==> config.mk <==
export PLATFORM = sky130hd
export DESIGN_NAME = dda_line_rasterizer_top
export DESIGN_NICKNAME = d
export VERILOG_FILES = /design/src/rtl/dlr_pkg.sv /design/src/rtl/dda_line_rasterizer_top.sv
export SDC_FILE = /design/constraint.sdc
export NUM_CORES = 1
export LEC_CHECK = 0
export ABC_AREA = 1
export BUFFER_PORTS_ARGS = -buffer_cell sky130_fd_sc_hd__buf_2
export CORE_ASPECT_RATIO = 0.9
export CORE_MARGIN = 1.5
export CORE_UTILIZATION = 40
export DETAILED_ROUTE_END_ITERATION = 10
export GPL_ROUTABILITY_DRIVEN = 0
export SETUP_SLACK_MARGIN = 0.3
export SKIP_LAST_GASP = 1
export SLEW_MARGIN = 20
export SYNTH_ARGS = -nofsm -noshare
export SYNTH_HDL_FRONTEND = slang
export SYNTH_SLANG_ARGS = --single-unit
==> constraint.sdc <==
create_clock -name i_clk -period 3.8 [get_ports i_clk]
set_clock_uncertainty 0.1 [all_clocks]
set_input_delay 0.19 -clock i_clk [delete_from_list [all_inputs] [get_ports i_clk]]
set_output_delay 0.19 -clock i_clk [all_outputs]
set_load 0.05 [all_outputs]
==> src/rtl/dlr_pkg.sv <==
package dlr_pkg;

    localparam int PIX_W = 6;

endpackage

==> src/rtl/dda_line_rasterizer_top.sv <==
// dda line rasterizer
//
// input channel: one request carries both endpoints of a line (i_start_x,
// i_start_y, i_end_x, i_end_y). It is taken when i_in_valid is high and
// o_in_stall is low. o_in_stall stays high from the cycle after a request
// until the last pixel of that line has been loaded into the output register.
//
// output channel: one pixel per transfer on o_pixel_x / o_pixel_y, walking
// along the major axis in ascending order. o_last_pixel marks the final one.
// A pixel is taken when o_out_valid is high and i_out_stall is low.
//
// timing: the request is registered as setup, then the slope division runs on
// one shared restoring subtract/compare unit at one quotient bit per cycle,
// for FRAC_BITS + 1 quotient bits. After that the walk loads one pixel per
// cycle while the receiver does not stall, for 1 to 2^COORD_BITS pixels.
// While the receiver stalls, the output register holds its pixel and the walk
// waits. The last pixel may still wait in the output register while the next
// request is taken.
//
// reset: i_rst_n low clears the sequencer and the output valid flag.
module dda_line_rasterizer_top
    import dlr_pkg::*;
#(
    parameter int COORD_BITS = 6,
    parameter int FRAC_BITS  = 16
) (
    input  logic             i_clk,
    input  logic             i_rst_n,
    input  logic             i_in_valid,
    output logic             o_in_stall,
    input  logic [PIX_W-1:0] i_start_x,
    input  logic [PIX_W-1:0] i_start_y,
    input  logic [PIX_W-1:0] i_end_x,
    input  logic [PIX_W-1:0] i_end_y,
    output logic             o_out_valid,
    input  logic             i_out_stall,
    output logic [PIX_W-1:0] o_pixel_x,
    output logic [PIX_W-1:0] o_pixel_y,
    output logic             o_last_pixel
);

    localparam int AW    = COORD_BITS + FRAC_BITS + 2;
    localparam int CNT_W = $clog2(FRAC_BITS + 1);
    localparam logic [AW-1:0] HALF = AW'(1) << (FRAC_BITS - 1);

    typedef enum logic [1:0] {
        ST_IDLE,
        ST_DIV,
        ST_WALK
    } t_state;

    t_state                 r_state;
    logic                   r_xmajor;
    logic                   r_neg;
    logic [COORD_BITS-1:0]  r_major;
    logic [COORD_BITS-1:0]  r_end;
    logic [COORD_BITS:0]    r_rem;
    logic [COORD_BITS-1:0]  r_den;
    logic [FRAC_BITS:0]     r_quo;
    logic [CNT_W-1:0]       r_cnt;
    logic signed [AW-1:0]   r_acc;
    logic                   r_out_valid;
    logic [PIX_W-1:0]       r_px;
    logic [PIX_W-1:0]       r_py;
    logic                   r_last;

    // setup from the request
    logic [COORD_BITS-1:0] sx, sy, ex, ey;
    logic [COORD_BITS-1:0] adx, ady;
    logic                  xneg, yneg, xmaj;
    logic [COORD_BITS-1:0] n_major, n_end, n_minor, n_num, n_den;

    always_comb begin
        sx   = i_start_x[COORD_BITS-1:0];
        sy   = i_start_y[COORD_BITS-1:0];
        ex   = i_end_x[COORD_BITS-1:0];
        ey   = i_end_y[COORD_BITS-1:0];
        xneg = sx > ex;
        yneg = sy > ey;
        adx  = xneg ? sx - ex : ex - sx;
        ady  = yneg ? sy - ey : ey - sy;
        xmaj = (adx != '0) && (ady < adx);
        if (xmaj) begin
            n_major = xneg ? ex : sx;
            n_end   = xneg ? sx : ex;
            n_minor = xneg ? ey : sy;
            n_num   = ady;
            n_den   = adx;
        end else begin
            n_major = yneg ? ey : sy;
            n_end   = yneg ? sy : ey;
            n_minor = yneg ? ex : sx;
            n_num   = adx;
            n_den   = ady;
        end
    end

    // shared divider step
    logic                trial;
    logic [COORD_BITS:0] rem_after;

    always_comb begin
        trial     = (r_den != '0) && (r_rem >= {1'b0, r_den});
        rem_after = trial ? r_rem - {1'b0, r_den} : r_rem;
    end

    // walk datapath
    logic signed [AW-1:0]  inc_ext;
    logic signed [AW-1:0]  n_acc;
    logic [AW-1:0]         rsum;
    logic [COORD_BITS-1:0] minor_pix;
    logic                  at_end;

    always_comb begin
        inc_ext = {{(AW - FRAC_BITS - 1){1'b0}}, r_quo};
        n_acc   = r_neg ? r_acc - inc_ext : r_acc + inc_ext;
        rsum    = r_acc + HALF;
        // round half up, clamp to the grid
        if (r_acc[AW-1]) begin
            minor_pix = '0;
        end else if (rsum[AW-1:FRAC_BITS+COORD_BITS] != '0) begin
            minor_pix = '1;
        end else begin
            minor_pix = rsum[FRAC_BITS+COORD_BITS-1:FRAC_BITS];
        end
        at_end = r_major == r_end;
    end

    always_ff @(posedge i_clk) begin
        if (!i_rst_n) begin
            r_state     <= ST_IDLE;
            r_out_valid <= 1'b0;
        end else begin
            if (r_out_valid && !i_out_stall && r_state != ST_WALK) begin
                r_out_valid <= 1'b0;
            end
            unique case (r_state)
                ST_IDLE: begin
                    if (i_in_valid) begin
                        r_xmajor <= xmaj;
                        r_neg    <= xneg ^ yneg;
                        r_major  <= n_major;
                        r_end    <= n_end;
                        r_rem    <= {1'b0, n_num};
                        r_den    <= n_den;
                        r_cnt    <= '0;
                        r_acc    <= {2'b00, n_minor, {FRAC_BITS{1'b0}}};
                        r_state  <= ST_DIV;
                    end
                end
                ST_DIV: begin
                    r_quo <= {r_quo[FRAC_BITS-1:0], trial};
                    r_rem <= {rem_after[COORD_BITS-1:0], 1'b0};
                    r_cnt <= r_cnt + 1'b1;
                    if (r_cnt == CNT_W'(FRAC_BITS)) begin
                        r_state <= ST_WALK;
                    end
                end
                ST_WALK: begin
                    if (!r_out_valid || !i_out_stall) begin
                        r_out_valid <= 1'b1;
                        r_px        <= PIX_W'(r_xmajor ? r_major : minor_pix);
                        r_py        <= PIX_W'(r_xmajor ? minor_pix : r_major);
                        r_last      <= at_end;
                        r_major     <= r_major + 1'b1;
                        r_acc       <= n_acc;
                        if (at_end) begin
                            r_state <= ST_IDLE;
                        end
                    end
                end
                default: begin
                    r_state <= ST_IDLE;
                end
            endcase
        end
    end

    assign o_in_stall   = r_state != ST_IDLE;
    assign o_out_valid  = r_out_valid;
    assign o_pixel_x    = r_px;
    assign o_pixel_y    = r_py;
    assign o_last_pixel = r_last;

endmodule

==> results of run 1 <==
## cells by family (layout without fill, tap and decap cells)
| logic type | after synthesis | after routing | synth area share |
|---|---|---|---|
| buffers and inverters | 189 | 240 | 0.09905 |
| and+or+nand+nor | 441 | 442 | 0.2444 |
| adders and majority gates | 68 | 68 | 0.1159 |
| AOI/OAI and AO/OA | 217 | 217 | 0.1502 |
| DFF | 89 | 89 | 0.3418 |
| xor gates and xnor gates | 43 | 43 | 0.04871 |
## cell usage after synthesis, types with 2 or more instances
library cell	number
edfxtp_1	86
a211oi_1	2
inv_2	2
a21oi_2	2
o21a_1	2
dfxtp_1	3
nor2_1	70
a21oi_1	68
a21o_1	5
xor2_1	26
inv_1	159
buf_6	7
a31oi_1	3
o21bai_1	6
or2_2	5
fa_1	6
nand4_1	14
o211ai_1	2
o41ai_1	2
nand2_2	2
nor3_1	13
nand3_1	84
o21ai_0	114
xnor2_1	17
nand2_1	244
clkbuf_1	19
nor4_1	2
ha_1	62
o21ai_1	7
## through the flow
stage / util / setup WS [ps] / power (mW)
CTS: 0.4487 / 300.9 / 5.304
finish: 0.4567 / 428.1 / 5.440
detailed placement: 0.4317 / 167.2 / 4.311
floorplan: - / 352.8 / 3.660
global placement: 0.4314 / 194.2 / 4.291
global route: 0.4567 / 113.6 / 5.913
## power breakdown
group	total, mW	leakage (nW)	internal, mW	switching, mW
Clock	0.968	0.158	0.582	0.386
Sequential	1.62	0.829	1.44	0.177
Combinational	2.85	3.06	0.958	1.89
Total	5.44	4.05	2.98	2.46
## routing by layer
metal | vias up | GRT usage | wire length, um
met5 | - | 0 | 0
li1 | 3573 | - | -
met1 | 3164 | 0.3049 | 9860
met4 | 0 | 0.04895 | 191
met3 | 14 | 0.03412 | 1329
met2 | 198 | 0.3006 | 8511
## worst max-delay path by stage
stage | end | cells past startpoint | slack [ps] | from
6_report | r_acc[19] | 18 | 430 | r_quo[0]
5_1_grt | r_acc[18] | 19 | 110 | r_quo[0]
4_1_cts | r_acc[18] | 19 | 300 | r_quo[0]
3_5_place_dp | r_end[1] | 21 | 170 | i_start_x[0]
3_3_place_gp | r_rem[0] | 21 | 190 | i_start_x[0]
2_1_floorplan | r_major[3] | 21 | 350 | i_start_y[0]
## layout by cell type, fill, tap and decap left out, drive strengths merged, types with 9 or more instances in the layout
master	Yosys	routed
nand2	248	249
inv	161	163
o21ai	121	121
edfxtp	86	86
nand3	86	86
nor2	71	71
a21oi	70	70
buf	9	63
ha	62	62
xor2	26	26
xnor2	17	17
nand4	14	14
nor3	13	13
clkbuf	19	9
## cell type report
class	instances	area share
inverters	161	0.06994
repair buffers	63	0.04245
clock buffers	9	0.02590
multi-input cells	770	0.5104
flip-flops and latches	89	0.3039
clock inverters	7	0.01137
well taps	250	0.03598
## registers in the layout, summed over array words and instances, names as in the netlist
name / count
o_last_pixel: 1
o_out_valid: 1
o_pixel_x: 6
o_pixel_y: 6
r_acc: 24
r_cnt: 5
r_den: 6
r_end: 6
r_major: 6
r_neg: 1
r_quo: 17
r_rem: 7
r_state: 2
r_xmajor: 1
## timing repair
action	4_1_cts	5_1_grt
endpoints found under the setup margin	0	36
buffers inserted	0	6
gates resized for setup	0	27
## worst register-to-register path, stage by stage (launching register included)
cell      delay [ps]
edfxtp_1         440
inv_2            100
ha_1             140
nand2_1           70
nor2_1            90
inv_1             90
nor2_2           120
nand2_1          110
o41ai_2          280
xor2_1           250
ha_1             320
buf_4            150
nand2_1           50
nand2_1           80
a31oi_1          220
o21a_1           160
nand3_1          100
o21ai_0          180
nand2_1           70
==> summary.txt, run 1 <==
Floorplan
  • Die W: around 150 um
  • Rows: 48
  • I/O pin count: 43
  • Core area: between 15000 and 20000 um2
  • Die area: ~20000 um2
  • Initial Utilization: 0.4061
  • Die Ht: around 130 um

Min path
  • Worst hold endpoint: r_state[1]
  • Worst hold start: i_rst_n
  • Hold path depth: 3
  • Hold WC Path Type: in -> reg

Clock tree
  • Clk sinks: just under 90
  • Root buffer cell: clkbuf_16
  • Max Root-Sink Buffers: 2
  • # H-tree levels: 3
  • Clk Latency, worst-skew pair: about 350 ps
  • CTS Buf Count: 9
  • Clock slew at reported path FFs: about 60 ps
  • CTS tree: yes
  • Hold_buf cts: 0

Global routing
  • Tot GR Track Use: 0.2029
  • Largest net degree at the start of global routing: 44
  • First-pass GRT wire length: ~32000 um
  • Gr ovfl total: 0
  • Initial antenna violation count: 0
  • Vias in the first global route: about 6200

STA
  • Fmax: 296.6 MHz
  • Rel. slew slack: 0.4716
  • Worst-Margin Slew: just under 800 ps
  • Hold Slack: ~10 ps
  • Final setup fails: 0
  • Hold Fails Final Rpt: 0
  • Final Cycle Share: 0.8873
  • Setup TNS: 0 ps
  • RSZ-0062 raised after global routing: yes
  • Crit path time final: about 3400 ps
  • Slew Limit Fails: 0

Placement
  • Final HPWL DP: 15650 um
  • Dpl cell area: approximately 8000 um2
  • IO buf count: 42
  • Placed Cells incl. Taps: ~1300

Synthesis
  • Avg Synthesized Cell Area: between 7 and 8 um2
  • Post-synth top area share: 0.3340
  • Sequential share of the synthesized area: 0.3418
  • Mapped Area: between 7000 and 8000 um2
  • Netlist cell types: between 40 and 50
  • Area leader, netlist: edfxtp_1
  • EDFF count, synth: 86
  • Gate Count Post-Synth: 1047
  • Top cells by area, synth: edfxtp_1 33%, nand2_1 12%, ha_1 10%
  • Synthesized Nets: around 1100
  • Synthesized flop and latch total: ~90
  • Async S/R FF share, synth: 0
  • Yosys warnings: 0
  • Post-synth top flop: edfxtp_1

Worst setup path
  • CP dominant cell by count: nand2_1
  • Cell family with most CP delay: compound AO/OA/AOI/OAI gates
  • R2R setup slack: ~430 ps
  • R2R depth: 18
  • Worst Path Buf+Inv: 3
  • Worst Path Max Fanout: 5
  • Arrival @ worst endpoint: ~3400 ps
  • Crit-path slowest cell: edfxtp_1
  • Crit Path Class: reg -> reg
  • CP Capture Type: flip-flop
  • Critical-path cell list: inv_2, ha_1, nand2_1, nor2_1, inv_1, nor2_2, nand2_1, o41ai_2, xor2_1, ha_1, buf_4, nand2_1, nand2_1, a31oi_1, o21a_1, nand3_1, o21ai_0, nand2_1
  • Largest stage delay, worst path: roughly 440 ps
  • RR Endpoint: r_acc[19]
  • CP Launch Type: flip-flop
  • Critical path required time: 3800 ps
  • RR Startpoint: r_quo[0]

Finish
  • Antenna cells: 0
  • Post-route insts no fill: between 1000 and 1500
  • Final nets: between 1000 and 1500
  • Share of layout cells above drive strength 1: 0.1074
  • Area occupied by multi-input gates: 4438 um2
  • Final Cell Area: ~8700 um2
  • Synth-to-layout area growth: 12.46%
  • Reg area: between 2000 and 3000 um2
  • FILL cells: 1898

Routing
  • Drt first pass iters: 7
  • DRT iter0 DRCs: 614
  • Routed via count: approximately 6900
  • Final ANT Viol Nets: 0
  • WL final: ~20000 um
  • Via density per instance: approximately 5.2
  • # DRC: 0
  • Routed length per instance: 14.75 um

Power and ir drop
  • Power Density: 625.7 nW/um2
  • Leakage: around 4.0 nW
  • Max rail drop VDD: ~250 uV

Run
  • Max_cap viols: 0

Outcome
  • Run status: finished clean
Note: power is estimated with default switching activity, not from simulation.
==> run 2: changes to the inputs <==
==> constraint.sdc (replaced) <==
create_clock -name i_clk -period 3.8 [get_ports i_clk]
set_clock_uncertainty 0.1 [all_clocks]
set_input_delay 0.95 -clock i_clk [delete_from_list [all_inputs] [get_ports i_clk]]
set_output_delay 0.95 -clock i_clk [all_outputs]
set_load 0.05 [all_outputs]
==> run 2 against run 1 <==
Utilization up 5.9 points; sequential power is essentially flat; non-clock buffer count grew 73; total power increased by 14%; critical path type is now in -> reg; critical endpoint is now r_end[4]; largest power group unchanged; highest routed layer unchanged.
==> summary.txt, run 2 (synthesized netlist as in run 1, its figures left out) <==
Floorplan
  • Die Ht: 134.9 um
  • Die W: approximately 150 um
  • Rows: 48
  • I/O pin count: 43
  • Core area: 19040 um2
  • Die area: between 20000 and 25000 um2
  • Initial Utilization: 0.4061

Global routing
  • Largest net degree at the start of global routing: 34
  • Tot GR Track Use: 0.2108
  • First-pass GRT wire length: 33290 um
  • Vias in the first global route: around 6600
  • Initial antenna violation count: 0
  • Gr ovfl total: 0

Clock tree
  • Clk sinks: 89
  • CTS tree: yes
  • Max Root-Sink Buffers: 2
  • CTS Buf Count: 9
  • Root buffer cell: clkbuf_16
  • # H-tree levels: 3
  • Clock slew at reported path FFs: ~70 ps
  • Clk Latency, worst-skew pair: between 300 and 400 ps

Finish
  • Reg area: about 2600 um2
  • Share of layout cells above drive strength 1: 0.2383
  • Most frequent cells in the layout: 207 x nand2_1, 145 x inv_1, 99 x o21ai_0
  • Final nets: about 1300
  • Max reg flops: 24
  • Area occupied by multi-input gates: 4818 um2
  • Antenna cells: 0
  • Largest regs: r_acc: 24 flops, r_quo: 17 flops, r_rem: 7 flops
  • Layout Utilization: 0.5157
  • Largest Register: r_acc
  • Commonest non-fill, non-tap cell in the layout: nand2_1
  • Post-route insts no fill: approximately 1400
  • FILL cells: about 1800
  • Synth-to-layout area growth: 26.99%

Routing
  • Final ANT Viol Nets: 0
  • WL final: around 21000 um
  • Routed length per instance: 15.02 um
  • Via density per instance: between 5 and 6
  • DRT iter0 DRCs: ~540
  • # DRC: 0
  • Routed via count: 7283
  • Drt first pass iters: 5

Placement
  • Placed Cells incl. Taps: roughly 1400
  • IO buf count: between 40 and 50
  • Final HPWL DP: about 16000 um

STA
  • Slew Limit Fails: 0
  • Worst-Margin Slew: roughly 1000 ps
  • Final setup fails: 0
  • RSZ-0062 raised after global routing: yes
  • Setup TNS: 0 ps
  • Rel. slew slack: 0.2997
  • Final Cycle Share: 0.9271
  • Fmax: between 200 and 300 MHz
  • Crit path time final: 3523 ps
  • Hold Fails Final Rpt: 0

Worst setup path
  • RR Startpoint: r_quo[0]
  • R2R depth: 15
  • Crit path capture: r_end[4]
  • RR Endpoint: r_acc[20]
  • R2R setup slack: roughly 440 ps
  • Critical path required time: between 3000 and 4000 ps
  • Worst Path Max Fanout: 8
  • CP Capture Type: flip-flop
  • Crit path launch: i_start_y[0]
  • Arrival @ worst endpoint: roughly 3500 ps
  • CP Launch Type: input port
  • Crit Path Class: in -> reg

Min path
  • Hold WC Path Type: reg -> reg

Run
  • Max_cap viols: 0

Outcome
  • Run status: finished clean

Power and ir drop
  • Max rail drop VDD: 301.8 uV
  • Power Density: 629.0 nW/um2
  • Leakage: 4.552 nW
-- run 2: cell count changes in the layout (fill, tap and decap cells not counted), moves of 11 or more --
cell and delta:
nand3_2 +13, inv_1 -11, o21ai_0 -11, nand2_1 -35, nand3_1 -14, ha_1 -11, buf_4 +61, nand2_2 +28
-- run 2: through the flow --
stage | hold slack, ps | cell area (um2) | total power, mW | setup slack (ps)
2_1_floorplan | 326.4 | 7850 | 3.709 | 43.32
3_3_place_gp | 332.3 | 8796 | 4.504 | -104.1
3_5_place_dp | 337.0 | 8796 | 4.548 | -156.6
4_1_cts | 353.3 | 9204 | 5.652 | 284.4
5_1_grt | 370.0 | 9818 | 6.646 | 154.3
6_report | 354.5 | 9818 | 6.175 | 277.1
-- run 2: cell type report --
class | instances | share of cell area
repair buffers | 136 | 0.1116
multi-input cells | 769 | 0.4908
well taps | 250 | 0.03186
flip-flops and latches | 89 | 0.2691
clock inverters | 7 | 0.01019
clock buffers | 9 | 0.02294
inverters | 161 | 0.06346
-- run 2: what timing repair did --
item                       4_1_cts  5_1_grt
cloned                           1        5
setup buffers                    2       10
hold buffers                     0        0
setup endpoints to repair       30       37
resized for setup               11      113
pin swaps                        5       47
-- run 2: power by group --
part | switching [mW] | internal [mW]
Clock | 0.398 | 0.583
Combinational | 2.13 | 1.43
Sequential | 0.187 | 1.44
Total | 2.72 | 3.46
-- run 2: worst min path at each step --
stage,startpoint,to,slack [ps],cells past startpoint
finish,r_quo[10],r_quo[11],350,0
global route,r_quo[10],r_quo[11],370,0
CTS,r_quo[10],r_quo[11],350,0
detailed placement,r_quo[10],r_quo[11],340,0
global placement,r_quo[10],r_quo[11],330,0
floorplan,r_quo[10],r_quo[11],330,0
-- run 2: per-layer routing --
metal / global-route usage / wire length [um]
met2: 0.3210 / 9400
met1: 0.3122 / 10630
met3: 0.03716 / 1079
met5: 0 / 0
met4: 0.04070 / 243
-- run 2: worst max-delay path, cell delays in order --
cell	delay [ps]
buf_12	110
inv_12	40
ha_4	120
inv_4	30
fa_2	330
nand2_1	70
nand2_1	60
nand2_1	70
nand2_1	50
nand2_2	130
inv_2	50
buf_6	120
nand2_2	60
nand2_2	70
inv_2	90
ha_4	210
a21oi_2	150
o21ai_2	80
a21oi_4	170
buf_12	140
nand2_8	100
clkbuf_16	190
nand2_2	50
o21ai_1	60
